[config.mk]
export PLATFORM = sky130hd
export DESIGN_NAME = xorshift128_bounded_draw_core
export DESIGN_NICKNAME = d
export VERILOG_FILES = /design/src/sv/xsbd_pkg.sv /design/src/sv/xsbd_rng.sv /design/src/sv/xsbd_mod.sv /design/src/sv/xorshift128_bounded_draw_core.sv
export SDC_FILE = /design/constraint.sdc
export NUM_CORES = 1
export LEC_CHECK = 0
export BUFFER_PORTS_ARGS = -buffer_cell sky130_fd_sc_hd__buf_4
export CAP_MARGIN = 20
export CORE_MARGIN = 2
export CORE_UTILIZATION = 60
export CTS_CLUSTER_DIAMETER = 40
export DETAILED_ROUTE_END_ITERATION = 16
export HOLD_SLACK_MARGIN = 0.1
export PLACE_DENSITY = 0.79
export SYNTH_ARGS = -nofsm -noshare
export SYNTH_HDL_FRONTEND = slang
export SYNTH_SLANG_ARGS = --single-unit
[constraint.sdc]
create_clock -name aclk -period 6.27 [get_ports aclk]
set_input_delay 0.9405 -clock aclk [delete_from_list [all_inputs] [get_ports aclk]]
set_output_delay 0.9405 -clock aclk [all_outputs]
set_load 0.01 [all_outputs]
[src/sv/xsbd_pkg.sv]
`timescale 1ns / 1ps
// ----------------------------------------------------------------------------
// xsbd_pkg: shared types and constants for the bounded draw core
// Command codes, field widths, generator seeding constants and the control
// struct that steers the xorshift generator.
// ----------------------------------------------------------------------------
package xsbd_pkg;

    // field and word widths
    localparam int WORD_W  = 32;
    localparam int VAL_W   = 30;
    localparam int BOUND_W = 31;
    localparam int CMD_W   = 2;

    // command codes
    localparam logic [CMD_W-1:0] CMD_RAW     = 2'd0;
    localparam logic [CMD_W-1:0] CMD_BOUNDED = 2'd1;
    localparam logic [CMD_W-1:0] CMD_RESEED  = 2'd2;

    // seeding constants
    localparam logic [WORD_W-1:0]  INIT_X      = 32'd123456789;
    localparam logic [BOUND_W-1:0] BOUND_LIMIT = 31'h4000_0000;
    localparam logic [1:0]         SEED_STEPS  = 2'd3;

    // generator control
    typedef struct packed {
        logic load;   // load x from INIT_X, w from the seed, clear y and z
        logic step;   // advance the generator once
    } rng_ctl_t;

endpackage

[src/sv/xsbd_rng.sv]
`timescale 1ns / 1ps
// ----------------------------------------------------------------------------
// xsbd_rng: xorshift128 generator state
// Holds the four state words, loads them on reseed and advances them by one
// step per cycle on request. Exposes the next w word for the caller.
// ----------------------------------------------------------------------------
module xsbd_rng
    import xsbd_pkg::*;
(
    input  logic              aclk,
    input  rng_ctl_t          ctl,
    input  logic [WORD_W-1:0] seed,
    output logic [WORD_W-1:0] adv_w
);

    logic [WORD_W-1:0] x_reg;
    logic [WORD_W-1:0] y_reg;
    logic [WORD_W-1:0] z_reg;
    logic [WORD_W-1:0] w_reg;
    logic [WORD_W-1:0] t;

    // one xorshift step
    always_comb begin
        t     = x_reg ^ (x_reg << 11);
        adv_w = w_reg ^ (w_reg >> 19) ^ t ^ (t >> 8);
    end

    // state words
    always_ff @(posedge aclk) begin
        if (ctl.load) begin
            x_reg <= INIT_X;
            y_reg <= '0;
            z_reg <= '0;
            w_reg <= seed;
        end else if (ctl.step) begin
            x_reg <= y_reg;
            y_reg <= z_reg;
            z_reg <= w_reg;
            w_reg <= adv_w;
        end
    end

endmodule

[src/sv/xsbd_mod.sv]
`timescale 1ns / 1ps
// ----------------------------------------------------------------------------
// xsbd_mod: bit-serial modulo unit
// Restoring remainder, one dividend bit per cycle, most significant first.
// After start it works through all VAL_W bits, then pulses done for one cycle.
// ----------------------------------------------------------------------------
module xsbd_mod
    import xsbd_pkg::*;
(
    input  logic               aclk,
    input  logic               aresetn,
    input  logic               start,
    input  logic [VAL_W-1:0]   dividend,
    input  logic [BOUND_W-1:0] divisor,
    output logic               done,
    output logic [VAL_W-1:0]   remainder
);

    localparam int CNT_W = $clog2(VAL_W + 1);

    logic [VAL_W-1:0]   dvd_reg;
    logic [BOUND_W-1:0] dvs_reg;
    logic [BOUND_W-1:0] rem_reg;
    logic [BOUND_W-1:0] rem_next;
    logic [BOUND_W-1:0] trial;
    logic [CNT_W-1:0]   cnt_reg;
    logic               busy_reg;
    logic               done_reg;

    // shift in next bit, subtract divisor when it fits
    always_comb begin
        trial = {rem_reg[BOUND_W-2:0], dvd_reg[VAL_W-1]};
        if (trial >= dvs_reg) begin
            rem_next = trial - dvs_reg;
        end else begin
            rem_next = trial;
        end
    end

    // control
    always_ff @(posedge aclk) begin
        if (!aresetn) begin
            busy_reg <= 1'b0;
            done_reg <= 1'b0;
            cnt_reg  <= '0;
        end else begin
            done_reg <= 1'b0;
            if (start) begin
                busy_reg <= 1'b1;
                cnt_reg  <= CNT_W'(VAL_W);
            end else if (busy_reg) begin
                cnt_reg <= cnt_reg - 1'b1;
                if (cnt_reg == CNT_W'(1)) begin
                    busy_reg <= 1'b0;
                    done_reg <= 1'b1;
                end
            end
        end
    end

    // datapath
    always_ff @(posedge aclk) begin
        if (start) begin
            dvd_reg <= dividend;
            dvs_reg <= divisor;
            rem_reg <= '0;
        end else if (busy_reg) begin
            dvd_reg <= {dvd_reg[VAL_W-2:0], 1'b0};
            rem_reg <= rem_next;
        end
    end

    assign done      = done_reg;
    assign remainder = rem_reg[VAL_W-1:0];

    // done is a single-cycle pulse
    assert property (@(posedge aclk) disable iff (!aresetn) done_reg |=> !done_reg)
        else $error("modulo done held longer than one cycle");

    // remainder stays below the divisor when done
    assert property (@(posedge aclk) disable iff (!aresetn) done_reg |-> rem_reg < dvs_reg)
        else $error("modulo remainder not reduced");

    // no restart while stepping
    assert property (@(posedge aclk) disable iff (!aresetn) busy_reg |-> !start)
        else $error("modulo restarted while busy");

endmodule

[src/sv/xorshift128_bounded_draw_core.sv]
`timescale 1ns / 1ps
// ----------------------------------------------------------------------------
// xorshift128_bounded_draw_core: xorshift128 generator with bounded draws
// Raw draws, rejection-sampled bounded draws and reseeding on command.
//
//   channel  direction  ports                     contents
//   s_       in         s_tdata, s_tuser          range_bound, command
//   m_       out        m_tdata                   value
//   cfg      in/out     psel..prdata (APB)        seed at byte address 0
//
// Raw draw, small bound, unused command: accept, ST_OUT, output register.
// Bounded draw: paced by the bit-serial modulo unit; each rejected draw
// restarts it on a new draw. Reseed: ST_LOAD, ST_SEED steps, then ST_OUT.
// After reset the generator seeds from zero via ST_LOAD/ST_SEED, s_tready low.
// A waiting result does not block the next request; a finished result
// stalls in place while the output register is still full.
// ----------------------------------------------------------------------------
module xorshift128_bounded_draw_core
    import xsbd_pkg::*;
(
    input  logic        aclk,
    input  logic        aresetn,
    // request channel
    input  logic        s_tvalid,
    output logic        s_tready,
    input  logic [31:0] s_tdata,    // [30:0] range_bound, [31] zero
    input  logic [1:0]  s_tuser,    // [1:0] command
    // result channel
    output logic        m_tvalid,
    input  logic        m_tready,
    output logic [31:0] m_tdata,    // [29:0] value, [31:30] zero
    // configuration
    input  logic        psel,
    input  logic        penable,
    input  logic        pwrite,
    input  logic [2:0]  paddr,
    input  logic [31:0] pwdata,
    output logic [31:0] prdata,
    output logic        pready
);

    localparam logic [2:0] ST_LOAD = 3'd0;
    localparam logic [2:0] ST_SEED = 3'd1;
    localparam logic [2:0] ST_IDLE = 3'd2;
    localparam logic [2:0] ST_DIV  = 3'd3;
    localparam logic [2:0] ST_OUT  = 3'd4;

    logic [2:0]         state_reg, state_next;
    logic [1:0]         cnt_reg, cnt_next;
    logic               reply_reg, reply_next;
    logic [BOUND_W-1:0] n_reg, n_next;
    logic [VAL_W-1:0]   k_reg, k_next;
    logic [VAL_W-1:0]   res_reg, res_next;
    logic               m_tvalid_reg, m_tvalid_next;
    logic [VAL_W-1:0]   m_data_reg, m_data_next;
    logic [WORD_W-1:0]  seed_reg;

    logic               s_fire;
    logic               out_free;
    logic [CMD_W-1:0]   cmd;
    logic [BOUND_W-1:0] bound_in;
    logic [BOUND_W-1:0] n_sat;
    logic [BOUND_W-1:0] top_sum;
    logic               draw_ok;

    rng_ctl_t           rng_ctl;
    logic [WORD_W-1:0]  adv_w;
    logic               div_start;
    logic [BOUND_W-1:0] div_divisor;
    logic               div_done;
    logic [VAL_W-1:0]   div_rem;

    // configuration port
    assign pready = 1'b1;
    assign prdata = paddr[2] ? 32'd0 : seed_reg;

    always_ff @(posedge aclk) begin
        if (!aresetn) begin
            seed_reg <= '0;
        end else if (psel && penable && pwrite && pready && !paddr[2]) begin
            seed_reg <= pwdata;
        end
    end

    xsbd_rng u_rng (
        .aclk  (aclk),
        .ctl   (rng_ctl),
        .seed  (seed_reg),
        .adv_w (adv_w)
    );

    xsbd_mod u_mod (
        .aclk      (aclk),
        .aresetn   (aresetn),
        .start     (div_start),
        .dividend  (adv_w[VAL_W-1:0]),
        .divisor   (div_divisor),
        .done      (div_done),
        .remainder (div_rem)
    );

    // request decode
    assign s_tready = (state_reg == ST_IDLE);
    assign s_fire   = s_tvalid && s_tready;
    assign out_free = !m_tvalid_reg || m_tready;
    assign cmd      = s_tuser;
    assign bound_in = s_tdata[BOUND_W-1:0];
    assign n_sat    = (bound_in > BOUND_LIMIT) ? BOUND_LIMIT : bound_in;

    // rejection test: k - (k mod n) + n must not pass the limit
    assign top_sum     = {1'b0, k_reg} - {1'b0, div_rem} + n_reg;
    assign draw_ok     = (top_sum <= BOUND_LIMIT);
    assign div_divisor = (state_reg == ST_IDLE) ? n_sat : n_reg;

    // sequencer
    always_comb begin
        state_next    = state_reg;
        cnt_next      = cnt_reg;
        reply_next    = reply_reg;
        n_next        = n_reg;
        k_next        = k_reg;
        res_next      = res_reg;
        m_tvalid_next = m_tvalid_reg;
        m_data_next   = m_data_reg;
        rng_ctl       = '0;
        div_start     = 1'b0;

        if (m_tvalid_reg && m_tready) begin
            m_tvalid_next = 1'b0;
        end

        case (state_reg)
            ST_LOAD: begin
                rng_ctl.load = 1'b1;
                cnt_next     = SEED_STEPS;
                state_next   = ST_SEED;
            end
            ST_SEED: begin
                rng_ctl.step = 1'b1;
                cnt_next     = cnt_reg - 1'b1;
                if (cnt_reg == 2'd1) begin
                    res_next   = '0;
                    state_next = reply_reg ? ST_OUT : ST_IDLE;
                end
            end
            ST_IDLE: begin
                if (s_fire) begin
                    case (cmd)
                        CMD_RAW: begin
                            rng_ctl.step = 1'b1;
                            res_next     = adv_w[VAL_W-1:0];
                            state_next   = ST_OUT;
                        end
                        CMD_BOUNDED: begin
                            if (bound_in < BOUND_W'(2)) begin
                                res_next   = '0;
                                state_next = ST_OUT;
                            end else begin
                                rng_ctl.step = 1'b1;
                                div_start    = 1'b1;
                                n_next       = n_sat;
                                k_next       = adv_w[VAL_W-1:0];
                                state_next   = ST_DIV;
                            end
                        end
                        CMD_RESEED: begin
                            reply_next = 1'b1;
                            state_next = ST_LOAD;
                        end
                        default: begin
                            res_next   = '0;
                            state_next = ST_OUT;
                        end
                    endcase
                end
            end
            ST_DIV: begin
                if (div_done) begin
                    if (draw_ok) begin
                        res_next   = div_rem;
                        state_next = ST_OUT;
                    end else begin
                        rng_ctl.step = 1'b1;
                        div_start    = 1'b1;
                        k_next       = adv_w[VAL_W-1:0];
                    end
                end
            end
            ST_OUT: begin
                if (out_free) begin
                    m_tvalid_next = 1'b1;
                    m_data_next   = res_reg;
                    reply_next    = 1'b0;
                    state_next    = ST_IDLE;
                end
            end
            default: begin
                state_next = ST_IDLE;
            end
        endcase
    end

    // control registers
    always_ff @(posedge aclk) begin
        if (!aresetn) begin
            state_reg    <= ST_LOAD;
            cnt_reg      <= '0;
            reply_reg    <= 1'b0;
            m_tvalid_reg <= 1'b0;
        end else begin
            state_reg    <= state_next;
            cnt_reg      <= cnt_next;
            reply_reg    <= reply_next;
            m_tvalid_reg <= m_tvalid_next;
        end
    end

    // payload registers
    always_ff @(posedge aclk) begin
        n_reg      <= n_next;
        k_reg      <= k_next;
        res_reg    <= res_next;
        m_data_reg <= m_data_next;
    end

    assign m_tvalid = m_tvalid_reg;
    assign m_tdata  = {2'b00, m_data_reg};

    // a taken request drops s_tready until the core returns to idle
    assert property (@(posedge aclk) disable iff (!aresetn) s_fire |=> !s_tready)
        else $error("request accepted while previous still in progress");

    // modulo results only show up while a bounded draw is running
    assert property (@(posedge aclk) disable iff (!aresetn) div_done |-> state_reg == ST_DIV)
        else $error("modulo finished outside a bounded draw");

    // a finished result with room moves to the output register
    assert property (@(posedge aclk) disable iff (!aresetn)
        (state_reg == ST_OUT && out_free) |=> m_tvalid_reg)
        else $error("result not delivered to output register");

    // a bounded draw keeps its bound inside the valid range
    assert property (@(posedge aclk) disable iff (!aresetn)
        state_reg == ST_DIV |-> (n_reg >= BOUND_W'(2) && n_reg <= BOUND_LIMIT))
        else $error("bound out of range during bounded draw");

endmodule
# Word level (Yosys, flattened, before mapping)
# Index checks and enable logic that the tools add are counted.
# word_totals
register_bits	386
input_bits	76
output_inout_bits	67
word_cells	133
# classes
n_addsub	5
magnitude_cmp	4
eq_ne	19
mux	54
bitwise	7
reduce_logical	24
# ops
operator	n
$mux 30	13
$pmux 30 s3	2
$mux 32	3
$xor 32x32->32	2
$mux 31	2
$pmux 30 s2	1
$xor 32x13->32	1
$xor 32x24->32	1
$add 31x31->31	1
$ge 31x31->1	1
$gt 31x31->1 const B	1
$le 31x31->1 const B	1
$lt 31x2->1 const B	1
$sub 30x30->31	1
$sub 30x30->30	1
$mux 3	7
$mux 1	17
$pmux 3 s5	1
$ne 2x2->1 const B	6
$mux 5	2
$reduce_bool 2->1	5
$ne 2x1->1 const B	4
$reduce_and 4->1	2
$reduce_and 7->1	1
other kinds (25)	36

# Logic depth before layout (Yosys ltp)
# Gate-level depths: netlist of run 1.
# logic_depth
depth_word	8
mapped_depth	18

# Cells and area by module
# Synthesis of run 1 repeated with hierarchy kept, for this count alone.
# hier_totals
hier_cells	1835
hier_area_um2	20343.3
# modules_own_cells
mod	instances	cells_per_inst	area_each_um2
xorshift128_bounded_draw_core	1	826	9013.6
xsbd_rng	1	461	5679.2
xsbd_mod	1	548	5650.4

# Least setup slack after synthesis of run 1
# Ideal clock, no wire load.
# synth_timing
kind	register to register
startpoint	register n_reg[1]
endpoint	register k_reg[0], enable pin
setup_time_ns	0.465
t_arrival_ns	5.324
slack_ns	0.482
stages_incl_launch_ff	12
synth_period_minus_slack_ns	5.788
cell_sequence	edfxtp_1 fa_1 fa_1 a211oi_2 o21ai_1 a211oi_1 o21ai_1 a311oi_1 a211o_1 nor3_1 a41o_2 o32ai_1
# synth_via
elab_chain_cells	4
# synth_rtl
element	line	source
start: declaration	xorshift128_bounded_draw_core.sv:51	logic [BOUND_W-1:0] n_reg, n_next;
start signal: assignment	xorshift128_bounded_draw_core.sv:220	n_reg <= n_next;
$add 31x31->31	xorshift128_bounded_draw_core.sv:111	assign top_sum = {1'b0, k_reg} - {1'b0, div_rem} + n_reg;
$le 31x31->1	xorshift128_bounded_draw_core.sv:112	assign draw_ok = (top_sum <= BOUND_LIMIT);
$ne 2x2->1 (no source line)	n/a	
$reduce_and 6->1 (no source line)	n/a	
end signal: assignment	xorshift128_bounded_draw_core.sv:221	k_reg <= k_next;
end: declaration	xorshift128_bounded_draw_core.sv:52	logic [VAL_W-1:0] k_reg, k_next;
# No other way between the ends.
# A chain may end at the register's enable or synchronous reset.

# Worst setup path in the final report of run 1
# layout_timing
startpoint	register u_mod.rem_reg[4]
endpoint	register u_mod.dvd_reg[29], data pin
# layout_via
elab_chain_cells	7
# layout_rtl
element	line	source
start: declaration	xsbd_mod.sv:23	logic [BOUND_W-1:0] rem_reg;
start signal: assignment	xsbd_mod.sv:69	rem_reg <= rem_next;
$sub 30x30->31	xorshift128_bounded_draw_core.sv:111	
$add 31x31->31	xorshift128_bounded_draw_core.sv:111	
$le 31x31->1	xorshift128_bounded_draw_core.sv:112	
$mux 1	xorshift128_bounded_draw_core.sv:179	if (draw_ok) begin
$mux 1	xorshift128_bounded_draw_core.sv:178	if (div_done) begin
$pmux 1 s2	xorshift128_bounded_draw_core.sv:132	case (state_reg)
$mux 30	xsbd_mod.sv:63	if (start) begin
end signal: assignment	xsbd_mod.sv:64	dvd_reg <= dividend;
end signal: assignment	xsbd_mod.sv:68	dvd_reg <= {dvd_reg[VAL_W-2:0], 1'b0};
end: declaration	xsbd_mod.sv:21	logic [VAL_W-1:0] dvd_reg;
# No other way between the ends.

==> results.json, run 1 <==
{
  "status": "complete, no violations",
  "ys_ff_latch": 386,
  "swShare_pct": 42.1,
  "cts_resized": 0,
  "initial_core_util_pct": 61.0,
  "finClkSkew_ns": 0.0303,
  "num_antenna_cells": 0,
  "grt_setup_unrepaired": "false",
  "postCtsHoldBufs": 0,
  "crit_path_start_kind": "flip-flop",
  "root_buffer": "clkbuf_16",
  "cts.sinks": 386,
  "ys.flop_type": "edfxtp_1",
  "dieArea_um2": 35700,
  "cp_max_fo": 39,
  "power.density_nw_per_um2": 540,
  "vdd_ir_drop_max_v": 0.000299,
  "dp_slack_ns": 0.983,
  "p_comb_share_pct": 46.7,
  "min_path_cells": 0,
  "area_delta_synth_final_pct": 15.3,
  "yosys_warnings": 0,
  "tns_ns": 0,
  "chipHeight_um": 189,
  "gr-usage-all-layers_pct": 30.4,
  "wl_per_cell_um": 20.3,
  "drv_cap": 0,
  "period_minus_slack_ns": 5.28,
  "grt_max_degree": 111,
  "fin_crit_sh_pct": 84.2,
  "max_freq_ghz": 0.190,
  "via_count": 16300,
  "core_area_um2": 33600,
  "async_flop_share_pct": 0,
  "pwr-share-seq_pct": 29.6,
  "nets": 2339,
  "routabilityCongestion": 0.941,
  "io_buffers": 136,
  "grt_pass1_wl_mm": 85.6,
  "syn_inst": 2078,
  "whs_ns": 0.415,
  "antenna_found_initial": 0,
  "first_global_vias": 16000,
  "ys_seq_area_share_pct": 48.2,
  "clkTransAtPathRegs_ns": 0.06,
  "critPathRequiredTime_ns": 6.60,
  "finalPower_w": 0.0128,
  "synth_area_leaders": "edfxtp_1 31%, dfxtp_1 17%, a21oi_1 5.3%",
  "leakage_nw": 8.95,
  "cts_tree": "yes",
  "grt.overflow.total": 0,
  "hold_violations": 0,
  "end_kind": "flip-flop",
  "rrSetupSlack_ns": 0.99,
  "avgViaCountPerCell": 6.13,
  "min_from": "res_reg[11]$_DFFE_PP_",
  "synth_edf_count": 214,
  "drtIter0Drc": 1401,
  "hp-class": "reg2reg",
  "fin_ws_ns": 0.994,
  "yosysMostFrequentCell": "nand2_1",
  "ant_nets": 0,
  "synth_top_cell_by_area": "edfxtp_1",
  "clock_latency_ns": 0.59,
  "drv_slew": 0,
  "setup_viol": 0,
  "cts_inserted_buffers": 52,
  "p_sw_w": 0.00538,
  "internal_power_w": 0.00739,
  "dieWidth_um": 189,
  "synth_commonest_cells": "233 x nand2_1, 216 x a21oi_1, 214 x edfxtp_1, 172 x dfxtp_1, 144 x o21ai_0",
  "post-cts-setup-buffer-count": 0,
  "hpwl_mm": 37.9,
  "drtPass1Iterations": 5,
  "drc": 0,
  "synth_top_cell_area_share_pct": 31.4,
  "regToRegEndpoint": "u_mod.dvd_reg[29]$_DFFE_PP_",
  "r2r_cells": 14,
  "whs_endpoint": "m_data_reg[11]$_DFFE_PP_",
  "yosysUniqueCellTypes": 87,
  "max_slew_margin_pct": 25.3,
  "cts_buffer_depth": 3,
  "htreeDepth": 2,
  "boundaryPins": 143,
  "syn_avg_cell_area_um2": 9.86,
  "finalWirelength_mm": 54.0,
  "cp.arrival_ns": 5.61,
  "syn_area_um2": 20500,
  "reg2reg_from": "u_mod.rem_reg[4]$_SDFFE_PP0P_",
  "tightest_slew_ns": 1.12,
  "num_rows": 67,
  "fill_cells": 2462,
  "p_clk_share_pct": 23.7,
  "criticalPathCategory": "reg2reg",
  "drive_gt1_share_pct": 16.2
}
## layer usage
layer / wire length [µm] / vias to the layer above / part of all wire, % / global-route usage (%)
met5: 0 / - / 0 / 0
met4: 2620 / 0 / 4.8 / 14.3
met3: 3640 / 138 / 6.7 / 4.36
met2: 25900 / 691 / 48 / 50.3
met1: 21900 / 7913 / 41 / 39.5
li1: - / 7560 / - / -
## per-stage QoR
step | cell area [µm²] | utilization [%] | std cells
global route | 23600 | 70.3 | 2658
detailed placement | 21800 | 64.9 | 2560
floorplan | 20500 | - | 2079
CTS | 23600 | 70.3 | 2657
global placement | 21800 | 64.8 | 2558
finish | 23600 | 70.3 | 2658
## worst max-delay path: stages (launching register included)
cell and delay (ns):
dfxtp_1 0.40, inv_1 0.10, fa_1 0.47, ha_1 0.52
o21ai_0 0.23, o21bai_1 0.23, a31oi_1 0.14, a21o_1 0.23
a2111oi_0 0.56, or3_1 0.19, a22oi_1 0.13, a41o_2 0.32
o32ai_4 0.43, buf_4 0.60, mux2_4 0.40
## how the worst max path moves through the flow
stage | startpoint | end | slack [ns]
2_1_floorplan | n_reg[1]$_DFFE_PP_ | k_reg[0]$_DFFE_PP_ | 0.48
3_3_place_gp | s_tdata[29] | u_rng.w_reg[9]$_DFFE_PP_ | 1.03
3_5_place_dp | s_tdata[29] | u_rng.y_reg[26]$_SDFFE_PP0P_ | 0.98
4_1_cts | n_reg[8]$_DFFE_PP_ | u_mod.dvd_reg[29]$_DFFE_PP_ | 1.0
5_1_grt | u_mod.rem_reg[8]$_SDFFE_PP0P_ | u_mod.dvd_reg[29]$_DFFE_PP_ | 0.57
6_report | u_mod.rem_reg[4]$_SDFFE_PP0P_ | u_mod.dvd_reg[29]$_DFFE_PP_ | 0.99
## cells by family after synthesis
logic type / synth area share (%)
AOI/OAI and AO/OA: 15.8
DFF: 48.2
xor gates and xnor gates: 5.64
muxes: 4.22
buffers and inverters: 4.56
other: 0.0366
adders and majority gates: 7.00
and+or+nand+nor: 14.6
## power by group through the flow
stage / Sequential (W) / Combinational, W / Clock (W)
CTS: 0.00377 / 0.00588 / 0.00306
floorplan: 0.00369 / 0.00426 / 0
global placement: 0.00379 / 0.00568 / 0
finish: 0.00378 / 0.00596 / 0.00303
global route: 0.00382 / 0.00650 / 0.00317
detailed placement: 0.00381 / 0.00582 / 0
## layout make-up
type | instances | area, µm² | share of cell area, %
flip-flops and latches | 386 | 9870 | 41.8
multi-input cells | 1470 | 9770 | 41.3
clock buffers | 68 | 1440 | 6.11
repair buffers | 164 | 1290 | 5.46
well taps | 448 | 561 | 2.37
clock inverters | 29 | 359 | 1.52
inverters | 93 | 349 | 1.48
## cells in the final DEF, fill, tap and decap left out, types with 6 or more instances in the layout
| master | count |
|---|---|
| nand2_1 | 233 |
| a21oi_1 | 216 |
| edfxtp_1 | 214 |
| dfxtp_1 | 171 |
| buf_4 | 159 |
| o21ai_0 | 144 |
| nor2_1 | 116 |
| xnor2_1 | 105 |
| nand3_1 | 102 |
| inv_1 | 92 |
| ha_1 | 65 |
| clkbuf_16 | 54 |
| nor2b_1 | 41 |
| nor3_1 | 37 |
| and2_1 | 34 |
| mux2_2 | 32 |
| fa_1 | 31 |
| xor2_1 | 27 |
| mux2_4 | 26 |
| a21o_1 | 24 |
| nand4_1 | 16 |
| a211oi_1 | 16 |
| o21a_1 | 15 |
| o21ai_1 | 14 |
| a211oi_2 | 12 |
| nand2b_1 | 11 |
| clkbuf_1 | 10 |
| o211ai_1 | 9 |
| a31oi_1 | 8 |
| or3_1 | 8 |
| mux2i_1 | 8 |
| nor4_1 | 8 |
| o21bai_1 | 7 |
| o21ba_2 | 6 |
| inv_6 | 6 |
No activity file was read; power rests on OpenSTA's default activity.
==> run 2, diff against run 1 <==
==> constraint.sdc (replaced) <==
create_clock -name aclk -period 5.2 [get_ports aclk]
set_input_delay 0.78 -clock aclk [delete_from_list [all_inputs] [get_ports aclk]]
set_output_delay 0.78 -clock aclk [all_outputs]
set_load 0.01 [all_outputs]
==> run 2 against run 1 <==
- combinational power rose by 23%
- maximum frequency grew 9.0%
- hold slack lost 0.0041 ns
- first-iteration DRC count rose by 5.4%
- sequential power rose by 20%
- sequential share of layout area is 0.32 points lower
- die area is the same
- via count is 0.41% lower
- non-clock buffer count rose by 15
- largest cell class unchanged
- largest power group unchanged
==> results.json, run 2 (synthesized netlist as in run 1, its figures left out) <==
{
  "postCtsHoldBufs": 0,
  "drive_gt1_share_pct": 17.2,
  "fin_crit_sh_pct": 93.1,
  "via_count": 16200,
  "p_sw_w": 0.00664,
  "num_antenna_cells": 0,
  "vdd_ir_drop_max_v": 0.000342,
  "max_freq_ghz": 0.207,
  "swShare_pct": 42.7,
  "grt.overflow.total": 0,
  "num_rows": 67,
  "grt_max_degree": 97,
  "clock_latency_ns": 0.60,
  "final_cells": 2678,
  "root_buffer": "clkbuf_16",
  "period_minus_slack_ns": 4.84,
  "grt_pass1_wl_mm": 86.6,
  "finalWirelength_mm": 55.1,
  "hpwl_mm": 38.5,
  "hp-class": "reg2reg",
  "drc": 0,
  "dieWidth_um": 189,
  "drv_cap": 0,
  "crit_path_start_kind": "flip-flop",
  "setup_viol": 0,
  "cts_inserted_buffers": 54,
  "top_layer": "met5",
  "dp_cells": 2574,
  "drtIter0Drc": 1477,
  "criticalPathCategory": "reg2reg",
  "met2WireLength_mm": 26.8,
  "wl_met1_mm": 22.5,
  "post-cts-setup-buffer-count": 0,
  "dr_wl_met3_mm": 3.99,
  "gr-usage-all-layers_pct": 30.9,
  "cp_max_fo": 26,
  "leakage_nw": 9.06,
  "drv_slew": 0,
  "pwr-share-seq_pct": 29.2,
  "drtPass1Iterations": 5,
  "wl_per_cell_um": 20.6,
  "cts_tree": "yes",
  "tightest_slew_ns": 1.04,
  "antenna_found_initial": 1,
  "layout_common_cells": "233 x nand2_1, 216 x a21oi_1, 214 x edfxtp_1",
  "routabilityCongestion": 0.915,
  "hold_violations": 0,
  "clkTransAtPathRegs_ns": 0.06,
  "finClkSkew_ns": 0.0261,
  "avgViaCountPerCell": 6.06,
  "layout_commonest_cell": "nand2_1",
  "boundaryPins": 143,
  "chipHeight_um": 189,
  "first_global_vias": 15900,
  "grt_setup_unrepaired": "false",
  "power.density_nw_per_um2": 652,
  "end_kind": "flip-flop",
  "p_clk_share_pct": 23.6,
  "internal_power_w": 0.00890,
  "cp.arrival_ns": 5.19,
  "status": "complete, no violations",
  "area_delta_synth_final_pct": 16.2,
  "core_area_um2": 33600,
  "cts_buffer_depth": 3,
  "nets": 2356,
  "io_buffers": 136,
  "cts.sinks": 386,
  "initial_core_util_pct": 61.0,
  "critPathRequiredTime_ns": 5.55,
  "fill_cells": 2422,
  "cts_resized": 0,
  "tns_ns": 0,
  "p_comb_share_pct": 47.2,
  "ant_nets": 0,
  "max_slew_margin_pct": 30.1,
  "dieArea_um2": 35700,
  "htreeDepth": 2
}
## run 2: cell types whose count changed in the layout (fill, tap and decap cells not counted), sizes merged
cell      before  now
clkinv        11   18
buf          164  179
clkbuf        68   69
clkinvlp       2    3
bufinv         5    1
## run 2: layout make-up
class / count / area (µm²) / area share (%)
Clock buffer: 69 / 1550 / 6.52
Tap cell: 448 / 561 / 2.35
Clock inverter: 33 / 277 / 1.16
Inverter: 93 / 349 / 1.47
Multi-Input combinational cell: 1470 / 9770 / 41.0
Sequential cell: 386 / 9870 / 41.4
Timing Repair Buffer: 179 / 1450 / 6.07
## run 2: critical path: stages, from the launching register on
cell and delay (ns):
edfxtp_1 0.41, fa_1 0.55, fa_1 0.49, a211oi_2 0.31
o21ai_1 0.23, a211oi_1 0.36, o21ba_2 0.20, mux2_2 0.32
a2111oi_1 0.52, a41o_2 0.41, o32ai_4 0.12, buf_12 0.20
buf_4 0.17, mux2_4 0.29
## run 2: worst paths after layout
| check | depth (start not counted) | endpoint | start | slack, ns |
|---|---|---|---|---|
| setup / recovery | 13 | u_mod.dvd_reg[12]$_DFFE_PP_ | n_reg[1]$_DFFE_PP_ | 0.36 |
| hold / removal | 0 | m_data_reg[15]$_DFFE_PP_ | res_reg[15]$_DFFE_PP_ | 0.41 |
| setup reg to reg | 13 | u_mod.dvd_reg[12]$_DFFE_PP_ | n_reg[1]$_DFFE_PP_ | 0.36 |
| hold reg to reg | 0 | m_data_reg[15]$_DFFE_PP_ | res_reg[15]$_DFFE_PP_ | 0.41 |
## run 2: stage by stage
step | area (µm²) | utilization [%] | hold slack [ns] | worst slack (ns) | total power (W)
finish | 23800 | 70.9 | 0.411 | 0.358 | 0.0155
global route | 23800 | 70.9 | 0.411 | 0.0552 | 0.0164
CTS | 23800 | 70.7 | 0.405 | 0.371 | 0.0154
detailed placement | 21900 | 65.3 | 0.405 | 0.370 | 0.0117
global placement | 21900 | 65.3 | 0.406 | 0.436 | 0.0115
floorplan | 20500 | - | 0.400 | -0.00299 | 0.00959
## run 2: power groups by stage
stage          sequential [W]  clock [W]  combinational, W
2_1_floorplan         0.00445          0           0.00514
5_1_grt               0.00459    0.00383           0.00797
3_5_place_dp          0.00457          0           0.00715
3_3_place_gp          0.00455          0           0.00699
4_1_cts               0.00452    0.00370           0.00723
6_report              0.00453    0.00367           0.00734
## run 2: metal layers
layer	global-route usage [%]	vias to the layer above
met3	5.59	109
met2	51.7	640
met1	40.1	7897
met5	0	-
li1	-	7587
met4	12.0	2
